--- config.mk ---
export PLATFORM = sky130hd
export DESIGN_NAME = three_channel_trimmed_mean_conditioner_flat
export DESIGN_NICKNAME = d
export VERILOG_FILES = /design/src/rtl/tcm_pkg.sv /design/src/rtl/tcm_if.sv /design/src/rtl/tcm_divider.sv /design/src/rtl/tcm_ctrl.sv /design/src/rtl/tcm_datapath.sv /design/src/rtl/three_channel_trimmed_mean_conditioner.sv /design/src/flat_wrapper.sv
export SDC_FILE = /design/constraint.sdc
export NUM_CORES = 2
export LEC_CHECK = 0
export BUFFER_PORTS_ARGS = -buffer_cell sky130_fd_sc_hd__clkbuf_2
export CAP_MARGIN = 20
export CORE_MARGIN = 2
export CORE_UTILIZATION = 35
export CTS_CLUSTER_DIAMETER = 120
export DETAILED_ROUTE_END_ITERATION = 10
export SKIP_LAST_GASP = 1
export SLEW_MARGIN = 20
export SYNTH_ARGS = -nofsm -noshare
export SYNTH_HDL_FRONTEND = slang
export SYNTH_SLANG_ARGS = --single-unit
export TNS_END_PERCENT = 20
--- constraint.sdc ---
create_clock -name clk -period 19.3 [get_ports clk]
set_input_delay 0.965 -clock clk [delete_from_list [all_inputs] [get_ports clk]]
set_output_delay 0.965 -clock clk [all_outputs]
set_load 0.01 [all_outputs]
--- src/rtl/tcm_pkg.sv ---
`timescale 1ns / 1ps
package tcm_pkg;

  localparam int NUM_CH = 3;
  localparam logic [9:0] VOLT_LO = 10'd630;
  localparam logic [9:0] VOLT_HI = 10'd870;
  localparam logic signed [12:0] AMP_LIM = 13'sd3000;
  localparam logic [11:0] TEMP_OPEN = 12'd200;
  localparam logic [11:0] TEMP_SHORT = 12'd4000;

  localparam logic [2:0] CFG_VOLT_NUM = 3'd0;
  localparam logic [2:0] CFG_VOLT_DEN = 3'd1;
  localparam logic [2:0] CFG_CUR_OFS = 3'd2;
  localparam logic [2:0] CFG_CUR_NUM = 3'd3;
  localparam logic [2:0] CFG_CUR_DEN = 3'd4;
  localparam logic [2:0] CFG_STALL = 3'd5;

  // Commands from the controller to the datapath.
  typedef struct packed {
    logic start;      // latch the accepted item
    logic scan_wr;    // write the scan into the windows
    logic acc_clr;    // clear accumulators
    logic acc_en;     // accumulate the sample read last cycle
    logic mean_start; // start mean division for the current channel
    logic conv_start; // start the scaling phase
    logic finish;     // commit held values and load the result register
  } tcm_cmd_t;

  typedef struct packed {
    logic is_scan;
    logic div_done;
    logic conv_done;
  } tcm_sts_t;

endpackage

--- src/rtl/tcm_if.sv ---
`timescale 1ns / 1ps
interface tcm_in_if #(parameter int SB = 12) ();
  logic          valid;
  logic          ready;
  logic          func;
  logic [31:0]   now_ms;
  logic [SB-1:0] temp_sample;
  logic [SB-1:0] current_sample;
  logic [SB-1:0] voltage_sample;
  modport source (output valid, func, now_ms, temp_sample, current_sample, voltage_sample,
                  input ready);
  modport sink (input valid, func, now_ms, temp_sample, current_sample, voltage_sample,
                output ready);
endinterface

interface tcm_out_if #(parameter int SB = 12) ();
  logic               valid;
  logic               ready;
  logic               ready_res;
  logic               stalled_flag;
  logic               stall_raised;
  logic [15:0]        idle_ms;
  logic [9:0]         pack_decivolts;
  logic               volt_out_of_range;
  logic signed [12:0] pack_deciamps;
  logic               current_over_limit;
  logic [SB-1:0]      temp_count;
  logic               temp_sensor_fault;
  modport source (output valid, ready_res, stalled_flag, stall_raised, idle_ms,
                  pack_decivolts, volt_out_of_range, pack_deciamps, current_over_limit,
                  temp_count, temp_sensor_fault, input ready);
  modport sink (input valid, ready_res, stalled_flag, stall_raised, idle_ms,
                pack_decivolts, volt_out_of_range, pack_deciamps, current_over_limit,
                temp_count, temp_sensor_fault, output ready);
endinterface

--- src/rtl/tcm_divider.sv ---
`timescale 1ns / 1ps
module tcm_divider #(
  parameter int NW = 48,
  parameter int DW = 24
) (
  input  logic          clk,
  input  logic          rst_n,
  input  logic          start,
  input  logic [NW-1:0] num,
  input  logic [DW-1:0] den,
  output logic          done,
  output logic [NW-1:0] quo
);
  // Restoring divider, one quotient bit a cycle.
  localparam int CW = $clog2(NW + 1);
  logic [NW-1:0] q_r, q_nxt;
  logic [DW:0]   rem_r, rem_nxt;
  logic [DW-1:0] den_r;
  logic [CW-1:0] cnt_r, cnt_nxt;
  logic          busy_r, busy_nxt, done_r, done_nxt;
  logic [DW:0]   trial;

  always_comb begin
    q_nxt = q_r;
    rem_nxt = rem_r;
    cnt_nxt = cnt_r;
    busy_nxt = busy_r;
    done_nxt = 1'b0;
    trial = {rem_r[DW-1:0], q_r[NW-1]};
    if (start) begin
      q_nxt = num;
      rem_nxt = '0;
      cnt_nxt = CW'(NW);
      busy_nxt = 1'b1;
    end else if (busy_r) begin
      if (trial >= {1'b0, den_r}) begin
        rem_nxt = trial - {1'b0, den_r};
        q_nxt = {q_r[NW-2:0], 1'b1};
      end else begin
        rem_nxt = trial;
        q_nxt = {q_r[NW-2:0], 1'b0};
      end
      cnt_nxt = cnt_r - 1'b1;
      if (cnt_r == CW'(1)) begin
        busy_nxt = 1'b0;
        done_nxt = 1'b1;
      end
    end
  end

  always_ff @(posedge clk) begin
    if (!rst_n) begin
      busy_r <= 1'b0;
      done_r <= 1'b0;
      cnt_r <= '0;
    end else begin
      busy_r <= busy_nxt;
      done_r <= done_nxt;
      cnt_r <= cnt_nxt;
    end
    q_r <= q_nxt;
    rem_r <= rem_nxt;
    if (start) den_r <= den;
  end

  assign done = done_r;
  assign quo = q_r;
endmodule

--- src/rtl/tcm_ctrl.sv ---
`timescale 1ns / 1ps
module tcm_ctrl #(
  parameter int WINDOW_DEPTH = 10
) (
  input  logic                 clk,
  input  logic                 rst_n,
  input  logic                 in_fire,
  input  logic                 out_busy,
  input  tcm_pkg::tcm_sts_t    sts,
  output tcm_pkg::tcm_cmd_t    cmd,
  output logic [1:0]           ch,
  output logic [$clog2(WINDOW_DEPTH)-1:0] rd_idx,
  output logic                 idle
);
  import tcm_pkg::*;
  localparam int IW = $clog2(WINDOW_DEPTH);

  localparam logic [2:0] S_IDLE = 3'd0;
  localparam logic [2:0] S_WR   = 3'd1;
  localparam logic [2:0] S_RD   = 3'd2;
  localparam logic [2:0] S_DIV  = 3'd3;
  localparam logic [2:0] S_CONV = 3'd4;
  localparam logic [2:0] S_FIN  = 3'd5;
  localparam logic [2:0] S_WAIT = 3'd6;

  logic [2:0]    st_r, st_nxt;
  logic [1:0]    ch_r, ch_nxt;
  logic [IW:0]   idx_r, idx_nxt;
  logic          accv_r, accv_nxt;

  always_comb begin
    st_nxt = st_r;
    ch_nxt = ch_r;
    idx_nxt = idx_r;
    accv_nxt = 1'b0;
    cmd = '0;
    cmd.acc_en = accv_r;
    unique case (st_r)
      S_IDLE: begin
        if (in_fire) begin
          cmd.start = 1'b1;
          st_nxt = S_WR;
        end
      end
      S_WR: begin
        if (sts.is_scan) begin
          cmd.scan_wr = 1'b1;
          cmd.acc_clr = 1'b1;
          ch_nxt = 2'd0;
          idx_nxt = '0;
          st_nxt = S_RD;
        end else begin
          st_nxt = S_FIN;
        end
      end
      S_RD: begin
        // Issue one window read per cycle; data is accumulated in the next cycle.
        if (idx_r < (IW+1)'(WINDOW_DEPTH)) begin
          accv_nxt = 1'b1;
          idx_nxt = idx_r + 1'b1;
        end else if (!accv_r) begin
          cmd.mean_start = 1'b1;
          st_nxt = S_DIV;
        end
      end
      S_DIV: begin
        if (sts.div_done) begin
          if (ch_r == 2'(NUM_CH - 1)) begin
            cmd.conv_start = 1'b1;
            st_nxt = S_CONV;
          end else begin
            ch_nxt = ch_r + 1'b1;
            idx_nxt = '0;
            cmd.acc_clr = 1'b1;
            st_nxt = S_RD;
          end
        end
      end
      S_CONV: if (sts.conv_done) st_nxt = S_FIN;
      S_FIN: begin
        if (!out_busy) begin
          cmd.finish = 1'b1;
          st_nxt = S_IDLE;
        end
      end
      default: st_nxt = S_IDLE;
    endcase
  end

  always_ff @(posedge clk) begin
    if (!rst_n) begin
      st_r <= S_IDLE;
      ch_r <= '0;
      idx_r <= '0;
      accv_r <= 1'b0;
    end else begin
      st_r <= st_nxt;
      ch_r <= ch_nxt;
      idx_r <= idx_nxt;
      accv_r <= accv_nxt;
    end
  end

  assign ch = ch_r;
  assign rd_idx = idx_r[IW-1:0];
  assign idle = (st_r == S_IDLE);

  a_fin_needs_room: assert property (@(posedge clk) disable iff (!rst_n)
    cmd.finish |-> !out_busy) else $error("finish while result held");
  a_start_idle: assert property (@(posedge clk) disable iff (!rst_n)
    cmd.start |=> st_r == S_WR) else $error("start did not advance");
  a_ch_range: assert property (@(posedge clk) disable iff (!rst_n)
    ch_r != 2'd3) else $error("channel out of range");
endmodule

--- src/rtl/tcm_datapath.sv ---
`timescale 1ns / 1ps
module tcm_datapath #(
  parameter int WINDOW_DEPTH = 10,
  parameter int SAMPLE_BITS = 12
) (
  input  logic                   clk,
  input  logic                   rst_n,
  input  tcm_pkg::tcm_cmd_t      cmd,
  output tcm_pkg::tcm_sts_t      sts,
  input  logic [1:0]             ch,
  input  logic [$clog2(WINDOW_DEPTH)-1:0] rd_idx,
  input  logic                   func,
  input  logic [31:0]            now_ms,
  input  logic [SAMPLE_BITS-1:0] temp_sample,
  input  logic [SAMPLE_BITS-1:0] current_sample,
  input  logic [SAMPLE_BITS-1:0] voltage_sample,
  input  logic [19:0]            volt_gain_num,
  input  logic [23:0]            volt_gain_den,
  input  logic [11:0]            current_offset,
  input  logic [15:0]            current_gain_num,
  input  logic [15:0]            current_gain_den,
  input  logic [15:0]            stall_limit_ms,
  output logic                   res_ready,
  output logic                   res_stalled,
  output logic                   res_raised,
  output logic [15:0]            res_idle,
  output logic [9:0]             res_dv,
  output logic                   res_vflag,
  output logic signed [12:0]     res_da,
  output logic                   res_cflag,
  output logic [SAMPLE_BITS-1:0] res_tc,
  output logic                   res_tflag
);
  import tcm_pkg::*;
  localparam int IW = $clog2(WINDOW_DEPTH);
  localparam int SW = SAMPLE_BITS + $clog2(WINDOW_DEPTH + 1);
  localparam int NW = 48;
  localparam int SB = SAMPLE_BITS;
  // Compare and offset width: wide enough for a sample and the 12-bit constants.
  localparam int TW = (SB > 12) ? SB : 12;

  // Per-channel windows; each is one slot register per entry in flip-flops.
  logic [SB-1:0] win_r [NUM_CH][WINDOW_DEPTH];
  logic [IW-1:0] slot_r;
  logic [IW:0]   fill_r;
  logic [31:0]   last_r;
  logic          seeded_r, stall_r;
  logic [9:0]    hdv_r;
  logic signed [12:0] hda_r;
  logic [SB-1:0] htc_r;
  logic [2:0]    hfl_r;
  logic          func_r;
  logic [31:0]   now_r;
  logic [SB-1:0] smp_r [NUM_CH];
  logic [SB-1:0] mean_r [NUM_CH];

  logic [SW-1:0] sum_r;
  logic [SB-1:0] lo_r, hi_r, rd_r;
  logic [IW:0]   cnt_r;

  // Shared divider
  logic          div_start, div_done;
  logic [NW-1:0] div_num, div_q;
  logic [23:0]   div_den;
  tcm_divider #(.NW(NW), .DW(24)) u_div (
    .clk, .rst_n, .start(div_start), .num(div_num), .den(div_den),
    .done(div_done), .quo(div_q));

  // Scaling phases: 0 mean, 1 voltage, 2 current
  logic [1:0]    ph_r;
  logic [1:0]    cst_r;
  logic [NW-1:0] prod_r;
  logic          cneg_r;
  logic [9:0]    dv_r;
  logic          vfl_r, cfl_r, conv_done_r;
  logic signed [12:0] da_r;

  logic [23:0]   vden, cden;
  logic [IW:0]   n_eff;
  logic [SW-1:0] tsum;
  logic signed [TW+1:0] delta;
  logic [TW:0]   mag;
  logic          tflag;

  assign vden = (volt_gain_den == '0) ? 24'd1 : volt_gain_den;
  assign cden = (current_gain_den == '0) ? 24'd1 : {8'd0, current_gain_den};
  assign n_eff = (fill_r >= (IW+1)'(3)) ? fill_r - (IW+1)'(2) : fill_r;
  assign tsum = (fill_r >= (IW+1)'(3)) ? sum_r - SW'(lo_r) - SW'(hi_r) : sum_r;
  assign delta = $signed((TW+2)'(mean_r[1])) - $signed((TW+2)'(current_offset));
  assign mag = delta[TW+1] ? (TW+1)'(-delta) : (TW+1)'(delta);
  assign tflag = (TW'(mean_r[0]) < TW'(TEMP_OPEN)) || (TW'(mean_r[0]) > TW'(TEMP_SHORT));

  always_comb begin
    div_start = 1'b0;
    div_num = '0;
    div_den = '0;
    if (cmd.mean_start) begin
      div_start = 1'b1;
      div_num = NW'(tsum) + NW'(n_eff >> 1);
      div_den = 24'(n_eff);
    end else if (cst_r == 2'd1) begin
      div_start = 1'b1;
      if (ph_r == 2'd1) begin
        div_num = prod_r + NW'(vden >> 1);
        div_den = vden;
      end else begin
        div_num = prod_r + NW'(cden >> 1);
        div_den = cden;
      end
    end
  end

  assign sts.is_scan = func_r;
  assign sts.div_done = div_done && ph_r == 2'd0;
  assign sts.conv_done = conv_done_r;

  logic [IW:0] fill_nxt;
  logic [31:0] idle_t;
  always_comb begin
    fill_nxt = (fill_r < (IW+1)'(WINDOW_DEPTH)) ? fill_r + 1'b1 : fill_r;
    idle_t = now_r - (seeded_r ? last_r : now_r);
  end

  always_ff @(posedge clk) begin
    if (!rst_n) begin
      slot_r <= '0;
      fill_r <= '0;
      last_r <= '0;
      seeded_r <= 1'b0;
      stall_r <= 1'b0;
      hdv_r <= VOLT_LO;
      hda_r <= '0;
      htc_r <= '0;
      hfl_r <= '0;
      ph_r <= '0;
      cst_r <= '0;
      conv_done_r <= 1'b0;
    end else begin
      conv_done_r <= 1'b0;
      if (cmd.scan_wr) begin
        slot_r <= (slot_r == IW'(WINDOW_DEPTH - 1)) ? '0 : slot_r + 1'b1;
        fill_r <= fill_nxt;
      end
      if (cmd.conv_start) begin
        ph_r <= 2'd1;
        cst_r <= 2'd0;
      end else if (ph_r != 2'd0) begin
        case (cst_r)
          2'd0: cst_r <= 2'd1;
          2'd1: cst_r <= 2'd2;
          default: begin
            if (div_done) begin
              cst_r <= 2'd0;
              if (ph_r == 2'd1) ph_r <= 2'd2;
              else begin
                ph_r <= 2'd0;
                conv_done_r <= 1'b1;
              end
            end
          end
        endcase
      end
      if (cmd.finish) begin
        seeded_r <= 1'b1;
        if (func_r) begin
          last_r <= now_r;
          stall_r <= 1'b0;
          hdv_r <= dv_r;
          hda_r <= da_r;
          htc_r <= mean_r[0];
          hfl_r <= {tflag, cfl_r, vfl_r};
        end else begin
          if (!seeded_r) last_r <= now_r;
          if (!stall_r && idle_t >= {16'd0, stall_limit_ms}) stall_r <= 1'b1;
        end
      end
    end
    if (cmd.start) begin
      func_r <= func;
      now_r <= now_ms;
      smp_r[0] <= temp_sample;
      smp_r[1] <= current_sample;
      smp_r[2] <= voltage_sample;
    end
    if (cmd.scan_wr) begin
      for (int c = 0; c < NUM_CH; c++) win_r[c][slot_r] <= smp_r[c];
    end
    rd_r <= win_r[ch][rd_idx];
    if (cmd.acc_clr) begin
      sum_r <= '0;
      lo_r <= '1;
      hi_r <= '0;
      cnt_r <= '0;
    end else if (cmd.acc_en && cnt_r < fill_r) begin
      sum_r <= sum_r + SW'(rd_r);
      if (rd_r < lo_r) lo_r <= rd_r;
      if (rd_r > hi_r) hi_r <= rd_r;
      cnt_r <= cnt_r + 1'b1;
    end else if (cmd.acc_en) begin
      cnt_r <= cnt_r;
    end
    if (sts.div_done) mean_r[ch] <= div_q[SB-1:0];
    // Product stage, one multiplier per phase
    if (ph_r != 2'd0 && cst_r == 2'd0) begin
      if (ph_r == 2'd1) prod_r <= NW'(mean_r[2]) * NW'(volt_gain_num);
      else begin
        prod_r <= NW'(mag) * NW'(current_gain_num);
        cneg_r <= delta[TW+1];
      end
    end
    if (div_done && ph_r == 2'd1) begin
      if (div_q < NW'(VOLT_LO)) begin
        dv_r <= VOLT_LO;
        vfl_r <= 1'b1;
      end else if (div_q > NW'(VOLT_HI)) begin
        dv_r <= VOLT_HI;
        vfl_r <= 1'b1;
      end else begin
        dv_r <= div_q[9:0];
        vfl_r <= 1'b0;
      end
    end
    if (div_done && ph_r == 2'd2) begin
      if (div_q > NW'(AMP_LIM)) begin
        da_r <= cneg_r ? -AMP_LIM : AMP_LIM;
        cfl_r <= 1'b1;
      end else begin
        da_r <= cneg_r ? -$signed(div_q[12:0]) : $signed(div_q[12:0]);
        cfl_r <= 1'b0;
      end
    end
  end

  // Result fields; the top level registers them.
  logic stall_new;
  assign stall_new = !func_r && !stall_r && idle_t >= {16'd0, stall_limit_ms};
  assign res_stalled = func_r ? 1'b0 : (stall_r || stall_new);
  assign res_raised = stall_new;
  assign res_idle = stall_new ? ((idle_t > 32'hFFFF) ? 16'hFFFF : idle_t[15:0]) : 16'd0;
  assign res_ready = ((func_r ? fill_r : fill_r) >= (IW+1)'(WINDOW_DEPTH)) && !res_stalled;
  assign res_dv = func_r ? dv_r : hdv_r;
  assign res_vflag = func_r ? vfl_r : hfl_r[0];
  assign res_da = func_r ? da_r : hda_r;
  assign res_cflag = func_r ? cfl_r : hfl_r[1];
  assign res_tc = func_r ? mean_r[0] : htc_r;
  assign res_tflag = func_r ? tflag : hfl_r[2];

  a_fill_bound: assert property (@(posedge clk) disable iff (!rst_n)
    fill_r <= (IW+1)'(WINDOW_DEPTH)) else $error("fill count overflow");
  a_slot_bound: assert property (@(posedge clk) disable iff (!rst_n)
    slot_r < IW'(WINDOW_DEPTH)) else $error("write slot overflow");
  a_dv_range: assert property (@(posedge clk) disable iff (!rst_n)
    hdv_r >= VOLT_LO && hdv_r <= VOLT_HI) else $error("held voltage out of range");
endmodule

--- src/rtl/three_channel_trimmed_mean_conditioner.sv ---
`timescale 1ns / 1ps
// A tick without a scan passes from acceptance through the write check to the result load;
// a scan averages each channel's window in turn, then scales voltage and current.
// Throughput: one item at a time, taken the cycle after the result is loaded, set by the
// shared bit-serial divider (three means and two scalings per scan) and the one-read-a-cycle
// window walk; a held result stalls it.
// Reset: synchronous active-low rst_n clears control, windows count and held values.
module three_channel_trimmed_mean_conditioner #(
  parameter int WINDOW_DEPTH = 10,
  parameter int SAMPLE_BITS = 12
) (
  input  logic        clk,
  input  logic        rst_n,
  tcm_in_if.sink      in_ch,
  tcm_out_if.source   out_ch,
  input  logic        cfg_we,
  input  logic [2:0]  cfg_index,
  input  logic [23:0] cfg_data
);
  import tcm_pkg::*;
  localparam int IW = $clog2(WINDOW_DEPTH);

  // Configuration registers; the user writes them only while the block is idle (not enforced here).
  logic [19:0] vnum_r;
  logic [23:0] vden_r;
  logic [11:0] cofs_r;
  logic [15:0] cnum_r, cden_r, stl_r;

  always_ff @(posedge clk) begin
    if (!rst_n) begin
      vnum_r <= 20'd228554;
      vden_r <= 24'd1000000;
      cofs_r <= 12'd2048;
      cnum_r <= 16'd3000;
      cden_r <= 16'd2048;
      stl_r <= 16'd100;
    end else if (cfg_we) begin
      unique case (cfg_index)
        CFG_VOLT_NUM: vnum_r <= cfg_data[19:0];
        CFG_VOLT_DEN: vden_r <= cfg_data;
        CFG_CUR_OFS: cofs_r <= cfg_data[11:0];
        CFG_CUR_NUM: cnum_r <= cfg_data[15:0];
        CFG_CUR_DEN: cden_r <= cfg_data[15:0];
        CFG_STALL: stl_r <= cfg_data[15:0];
        default: ;
      endcase
    end
  end

  tcm_cmd_t cmd;
  tcm_sts_t sts;
  logic [1:0] ch;
  logic [IW-1:0] rd_idx;
  logic idle, out_v_r;

  // The result register lets a finished item wait while the controller is idle again.
  assign in_ch.ready = idle;

  tcm_ctrl #(.WINDOW_DEPTH(WINDOW_DEPTH)) u_ctrl (
    .clk, .rst_n, .in_fire(in_ch.valid && in_ch.ready),
    .out_busy(out_v_r && !out_ch.ready), .sts, .cmd, .ch, .rd_idx, .idle);

  logic r_ready, r_stalled, r_raised, r_vflag, r_cflag, r_tflag;
  logic [15:0] r_idle;
  logic [9:0] r_dv;
  logic signed [12:0] r_da;
  logic [SAMPLE_BITS-1:0] r_tc;

  tcm_datapath #(.WINDOW_DEPTH(WINDOW_DEPTH), .SAMPLE_BITS(SAMPLE_BITS)) u_dp (
    .clk, .rst_n, .cmd, .sts, .ch, .rd_idx,
    .func(in_ch.func), .now_ms(in_ch.now_ms), .temp_sample(in_ch.temp_sample),
    .current_sample(in_ch.current_sample), .voltage_sample(in_ch.voltage_sample),
    .volt_gain_num(vnum_r), .volt_gain_den(vden_r), .current_offset(cofs_r),
    .current_gain_num(cnum_r), .current_gain_den(cden_r), .stall_limit_ms(stl_r),
    .res_ready(r_ready), .res_stalled(r_stalled), .res_raised(r_raised),
    .res_idle(r_idle), .res_dv(r_dv), .res_vflag(r_vflag), .res_da(r_da),
    .res_cflag(r_cflag), .res_tc(r_tc), .res_tflag(r_tflag));

  always_ff @(posedge clk) begin
    if (!rst_n) out_v_r <= 1'b0;
    else if (cmd.finish) out_v_r <= 1'b1;
    else if (out_ch.ready) out_v_r <= 1'b0;
    if (cmd.finish) begin
      out_ch.ready_res <= r_ready;
      out_ch.stalled_flag <= r_stalled;
      out_ch.stall_raised <= r_raised;
      out_ch.idle_ms <= r_idle;
      out_ch.pack_decivolts <= r_dv;
      out_ch.volt_out_of_range <= r_vflag;
      out_ch.pack_deciamps <= r_da;
      out_ch.current_over_limit <= r_cflag;
      out_ch.temp_count <= r_tc;
      out_ch.temp_sensor_fault <= r_tflag;
    end
  end
  assign out_ch.valid = out_v_r;

  a_one_finish: assert property (@(posedge clk) disable iff (!rst_n)
    (out_v_r && !out_ch.ready) |=> out_v_r) else $error("result dropped");
  a_raise_stalled: assert property (@(posedge clk) disable iff (!rst_n)
    (out_v_r && out_ch.stall_raised) |-> out_ch.stalled_flag) else $error("raise without stall");
  a_ready_not_stalled: assert property (@(posedge clk) disable iff (!rst_n)
    (out_v_r && out_ch.ready_res) |-> !out_ch.stalled_flag) else $error("ready while stalled");
endmodule
--- src/flat_wrapper.sv ---
// flat-port wrapper written by rule: the top's interface ports become plain ports
module three_channel_trimmed_mean_conditioner_flat import tcm_pkg::*;
#(
  parameter int WINDOW_DEPTH = 10,
  parameter int SAMPLE_BITS = 12
)
  (clk, rst_n, cfg_we, cfg_index, cfg_data, in_ch_valid, in_ch_func, in_ch_now_ms, in_ch_temp_sample, in_ch_current_sample, in_ch_voltage_sample, in_ch_ready, out_ch_valid, out_ch_ready_res, out_ch_stalled_flag, out_ch_stall_raised, out_ch_idle_ms, out_ch_pack_decivolts, out_ch_volt_out_of_range, out_ch_pack_deciamps, out_ch_current_over_limit, out_ch_temp_count, out_ch_temp_sensor_fault, out_ch_ready);
  tcm_in_if in_ch_i ();
  tcm_out_if out_ch_i ();
  input  logic clk;
  input  logic rst_n;
  input  logic cfg_we;
  input  logic [2:0] cfg_index;
  input  logic [23:0] cfg_data;
  input wire logic [$bits(in_ch_i.valid)-1:0] in_ch_valid;
  input wire logic [$bits(in_ch_i.func)-1:0] in_ch_func;
  input wire logic [$bits(in_ch_i.now_ms)-1:0] in_ch_now_ms;
  input wire logic [$bits(in_ch_i.temp_sample)-1:0] in_ch_temp_sample;
  input wire logic [$bits(in_ch_i.current_sample)-1:0] in_ch_current_sample;
  input wire logic [$bits(in_ch_i.voltage_sample)-1:0] in_ch_voltage_sample;
  output wire logic [$bits(in_ch_i.ready)-1:0] in_ch_ready;
  output wire logic [$bits(out_ch_i.valid)-1:0] out_ch_valid;
  output wire logic [$bits(out_ch_i.ready_res)-1:0] out_ch_ready_res;
  output wire logic [$bits(out_ch_i.stalled_flag)-1:0] out_ch_stalled_flag;
  output wire logic [$bits(out_ch_i.stall_raised)-1:0] out_ch_stall_raised;
  output wire logic [$bits(out_ch_i.idle_ms)-1:0] out_ch_idle_ms;
  output wire logic [$bits(out_ch_i.pack_decivolts)-1:0] out_ch_pack_decivolts;
  output wire logic [$bits(out_ch_i.volt_out_of_range)-1:0] out_ch_volt_out_of_range;
  output wire logic [$bits(out_ch_i.pack_deciamps)-1:0] out_ch_pack_deciamps;
  output wire logic [$bits(out_ch_i.current_over_limit)-1:0] out_ch_current_over_limit;
  output wire logic [$bits(out_ch_i.temp_count)-1:0] out_ch_temp_count;
  output wire logic [$bits(out_ch_i.temp_sensor_fault)-1:0] out_ch_temp_sensor_fault;
  input wire logic [$bits(out_ch_i.ready)-1:0] out_ch_ready;
  assign in_ch_i.valid = in_ch_valid;
  assign in_ch_i.func = in_ch_func;
  assign in_ch_i.now_ms = in_ch_now_ms;
  assign in_ch_i.temp_sample = in_ch_temp_sample;
  assign in_ch_i.current_sample = in_ch_current_sample;
  assign in_ch_i.voltage_sample = in_ch_voltage_sample;
  assign in_ch_ready = in_ch_i.ready;
  assign out_ch_valid = out_ch_i.valid;
  assign out_ch_ready_res = out_ch_i.ready_res;
  assign out_ch_stalled_flag = out_ch_i.stalled_flag;
  assign out_ch_stall_raised = out_ch_i.stall_raised;
  assign out_ch_idle_ms = out_ch_i.idle_ms;
  assign out_ch_pack_decivolts = out_ch_i.pack_decivolts;
  assign out_ch_volt_out_of_range = out_ch_i.volt_out_of_range;
  assign out_ch_pack_deciamps = out_ch_i.pack_deciamps;
  assign out_ch_current_over_limit = out_ch_i.current_over_limit;
  assign out_ch_temp_count = out_ch_i.temp_count;
  assign out_ch_temp_sensor_fault = out_ch_i.temp_sensor_fault;
  assign out_ch_i.ready = out_ch_ready;
  three_channel_trimmed_mean_conditioner #(.WINDOW_DEPTH(WINDOW_DEPTH), .SAMPLE_BITS(SAMPLE_BITS)) u_core (.clk(clk), .rst_n(rst_n), .in_ch(in_ch_i), .out_ch(out_ch_i), .cfg_we(cfg_we), .cfg_index(cfg_index), .cfg_data(cfg_data));
endmodule
==> results.txt <==
----------------------------------------------------
[Outcome]
  Status ... completed

[Global routing]
  Via count of the first global-routing pass ... between 40000 and 50000
  Global-route met1 utilization ... 0.2310
  M2 GR Usage ... 0.3078
  Wire length of the first global-routing pass ... ~240000 µm
  Global-route congestion overflow total ... 0
  Pin count of the biggest net entering global routing ... roughly 120
  Antenna violations before repair ... 2
  Busiest layer in global routing ... met2
  Routing usage on met3 ... 0.02135
  Overall fraction of global-route tracks in use ... 0.1788

[Clocking]
  # Post-CTS Setup Buffers ... 0
  H-tree depth reported by CTS ... 3
  Clock tree from TritonCTS ... built
  Clock Root Buffer ... sky130_fd_sc_hd__clkbuf_16
  Clock Tree Buf Depth ... 3
  Post_cts resized ... 0
  Clock-pin slew on the worst setup and hold paths ... ~60 ps
  Worst-Skew Late Latency ... ~730 ps
  Clock Sinks ... around 950
  Total CTS buffers ... between 100 and 150
  Hold Buf Count CTS ... 0

[Power]
  Overall power of the completed layout ... 0.007723 W
  Leakage component of the power ... around 26 nW
  P per Cell Area ... about 120 nW/µm²
  Worst vdd ir ... about 0.13 mV

[Synthesis]
  Avg Inst Size Synth ... ~11 µm²
  Most used flip-flop cell after synthesis ... sky130_fd_sc_hd__edfxtp_1
  Async set or reset register ratio after synthesis ... 0
  Syn nets ... approximately 6400
  Number of flops mapped to enable cells by yosys ... 652
  Seq/Total Area, Yosys ... 0.4316
  Register bit count reported by yosys ... ~950
  Cells after synthesis ... ~5600
  Post-Syn Area ... 58960 µm²
  Number of warnings reported in the yosys synthesis log ... 0
  Number of distinct library cell variants in the gate-level netlist after synthesis ... 94

[Floorplan]
  Floorplan row count ... 150
  Count of boundary I/O pins ... between 150 and 200
  Die area ... roughly 170000 µm²
  Starting utilization of the core area ... 0.3526
  Chip width ... slightly above 400 µm
  Area of the placeable core ... roughly 170000 µm²
  Vert. Die Dim ... 414.4 µm

[Placement]
  IO buf count ... approximately 160
  Setup slack after placement ... approximately 10000 ps
  Placed Cells incl. Taps ... slightly below 8000
  Detailed-placement wirelength estimate ... 110800 µm
  Weighted congestion at the end of routability-driven global placement ... about 0.89

[Critical path]
  Critical Path Source Type ... flop
  Arrival @ worst endpoint ... around 9700 ps
  Cell seen most often among critical-path stages ... sky130_fd_sc_hd__fa_1
  Path type of the worst setup path ... flop to flop
  Critical-path top delay cell ... sky130_fd_sc_hd__a21oi_1
  Crit. End Element ... flop
  CP required ... 19730 ps
  Largest driver fanout on the critical path ... 16
  Maximum single-stage delay on the critical path ... just under 800 ps

[Timing]
  Slew at the pin closest to its max-slew limit ... ~1100 ps
  Final worst hold slack ... roughly 400 ps
  Worst slew margin relative to its limit ... 0.2684
  Max-slew violation count ... 0
  RSZ-0062 raised after global routing ... no
  Endpoints failing hold ... 0
  Final worst-path setup slack ... ~10000 ps
  Max Fclk ... ~110 MHz
  Total negative slack for setup checks ... 0 ps
  Post-route clock skew ... roughly 53 ps
  Period Utilization, post-route ... 0.4803
  Total setup violations reported at the end of the flow ... 0
  Time the worst path needs with I/O delays and setup ... ~9300 ps

[Finish]
  # nets final ... 6438
  Area Growth Syn to Fin ... 11.41%
  Layout cells sized above 1 ... 0.09840
  Count of placed standard cells in the final layout, fillers left out ... 7956
  Number of diodes added for antenna fixing ... 0

[Route]
  Mean number of vias per cell ... around 5.1
  Wire length after detailed routing ... between 150000 and 200000 µm
  Number of design rule violations left after detail routing ... 0
  First-pass iteration count of the detailed router ... 5
  Via count of the routed design ... between 40000 and 50000
  DRT iter0 DRCs ... roughly 2900
  Count of antenna-violating nets left after detailed routing ... 0
  Post-detailed-route wirelength per cell ... between 15 and 20 µm

[Worst hold path]
  Hold WC Path Type ... input pin to flop

[Job]
  Reported max-cap violation count ... 0

----------------------------------------------------
==> per-layer routing <==
metal  up-vias  routed length (µm)
li1      19391                   -
met1     20264               66750
met2       868               75160
met3       210                6378
met4         2                5310
met5         -                  13
==> final timing paths <==
path	start	end	slack (ps)	cells after the start
max	u_core.u_dp.mean_r[1][0]	u_core.u_dp.prod_r[28]	10030	32
min reg2reg	u_core.u_dp.last_r[0]	u_core.u_dp.last_r[0]	460	2
max reg2reg	u_core.u_dp.mean_r[1][0]	u_core.u_dp.prod_r[28]	10030	32
min	in_ch_voltage_sample[9]	u_core.u_dp.smp_r[0][33]	400	1
==> stage by stage <==
| stage | util | instance area [µm²] |
|---|---|---|
| floorplan | - | 58960 |
| global placement | 0.3712 | 62070 |
| detailed placement | 0.3713 | 62080 |
| CTS | 0.3928 | 65680 |
| global route | 0.3928 | 65690 |
| finish | 0.3928 | 65690 |
==> synthesized netlist by cell type (62+ instances only) <==
cell                       count  area [µm²]
sky130_fd_sc_hd__a21boi_0    165        1239
sky130_fd_sc_hd__a21o_1       76       570.6
sky130_fd_sc_hd__a21oi_1     225        1126
sky130_fd_sc_hd__and2_1      168        1051
sky130_fd_sc_hd__clkbuf_1    228       855.8
sky130_fd_sc_hd__dfxtp_1     293        5866
sky130_fd_sc_hd__edfxtp_1    652       19580
sky130_fd_sc_hd__fa_1        352        7047
sky130_fd_sc_hd__ha_1        322        4029
sky130_fd_sc_hd__inv_1       524        1967
sky130_fd_sc_hd__mux2i_1     127        1271
sky130_fd_sc_hd__mux4_2       70        1577
sky130_fd_sc_hd__nand2_1    1014        3806
sky130_fd_sc_hd__nand3_1      94       470.5
sky130_fd_sc_hd__nor2_1      203       762.0
sky130_fd_sc_hd__nor3_1       62       310.3
sky130_fd_sc_hd__o21ai_0     211        1056
sky130_fd_sc_hd__xnor2_1      99       867.1
sky130_fd_sc_hd__xor2_1       78       683.2
==> flip-flops by register name, summed over array words and instances (netlist names), 13 cells and up, named ones only <==
name and cells:
u_core.u_dp.smp_r 36, u_core.u_dp.u_div.den_r 24, u_core.u_dp.mean_r 36, u_core.u_dp.now_r 32, u_core.u_dp.u_div.quo 48, u_core.u_dp.prod_r 32, u_core.stl_r 16, u_core.u_dp.hda_r 13
u_core.cnum_r 16, u_core.vden_r 24, u_core.out_ch.idle_ms 16, u_core.out_ch.pack_deciamps 13, u_core.u_dp.win_r 360, u_core.u_dp.sum_r 16, u_core.cden_r 16, u_core.u_dp.last_r 32
u_core.vnum_r 20, u_core.u_dp.u_div.rem_r 24, u_core.u_dp.da_r 13
==> worst max-delay path: cells and delay by family, from the launching register on <==
| family | cells | cell delay (ps) |
|---|---|---|
| AO/OA/AOI/OAI | 14 | 3610 |
| adder cells (fa/ha/maj) | 8 | 3560 |
| AND/OR/NAND/NOR | 4 | 840 |
| XOR/XNOR | 2 | 460 |
| flip-flops | 1 | 320 |
| buffers and inverters | 4 | 200 |
==> report_power, final <==
group	total, W	internal, W	switching, W
clock	0.00207	0.00120	0.000869
combinational	0.00309	0.00125	0.00184
sequential	0.00256	0.00241	0.000154
==> cell usage in the layout (no fill, tap or decap), types with 26 or more instances in the layout <==
cell type                      n
sky130_fd_sc_hd__nor2b_1      52
sky130_fd_sc_hd__and3_1       28
sky130_fd_sc_hd__mux4_2       70
sky130_fd_sc_hd__a21oi_1     224
sky130_fd_sc_hd__clkbuf_16   106
sky130_fd_sc_hd__a21o_1       76
sky130_fd_sc_hd__nor4_1       30
sky130_fd_sc_hd__nand4_1      35
sky130_fd_sc_hd__buf_4        64
sky130_fd_sc_hd__and2_1      167
sky130_fd_sc_hd__or3_1        26
sky130_fd_sc_hd__o21ai_0     211
sky130_fd_sc_hd__nand3_1      94
sky130_fd_sc_hd__a21boi_0    165
sky130_fd_sc_hd__mux2i_1     127
sky130_fd_sc_hd__nor2_1      193
sky130_fd_sc_hd__a211oi_1     34
sky130_fd_sc_hd__fa_1        352
sky130_fd_sc_hd__ha_1        322
sky130_fd_sc_hd__nand2_1    1014
sky130_fd_sc_hd__mux2_2       39
sky130_fd_sc_hd__o211ai_1     31
sky130_fd_sc_hd__xor2_1       78
sky130_fd_sc_hd__inv_1       523
sky130_fd_sc_hd__clkbuf_2    158
sky130_fd_sc_hd__edfxtp_1    652
sky130_fd_sc_hd__dfxtp_1     288
sky130_fd_sc_hd__nand2b_1     38
sky130_fd_sc_hd__nor3_1       55
sky130_fd_sc_hd__xnor2_1      98
==> layout make-up <==
cell class | count | area, µm²
inverter | 525 | 1973
sequential | 945 | 25460
clock inverter | 56 | 745.7
timing repair buffer | 224 | 1294
multi-input combinational | 3864 | 30600
tap | 2204 | 2758
clock buffer | 138 | 2853
fill | 16117 | 101500
==> cell families after synthesis <==
| group | Yosys count | share of synthesized area |
|---|---|---|
| buffers and inverters | 794 | 0.05182 |
| adder cells (fa/ha/maj) | 674 | 0.1878 |
| AO/OA/AOI/OAI | 965 | 0.1068 |
| AND/OR/NAND/NOR | 1811 | 0.1398 |
| multiplexers | 236 | 0.05575 |
| flip-flops | 945 | 0.4316 |
| other | 1 | 0.00006360 |
| XOR/XNOR | 177 | 0.02629 |
(Power assumes the default switching activity.)
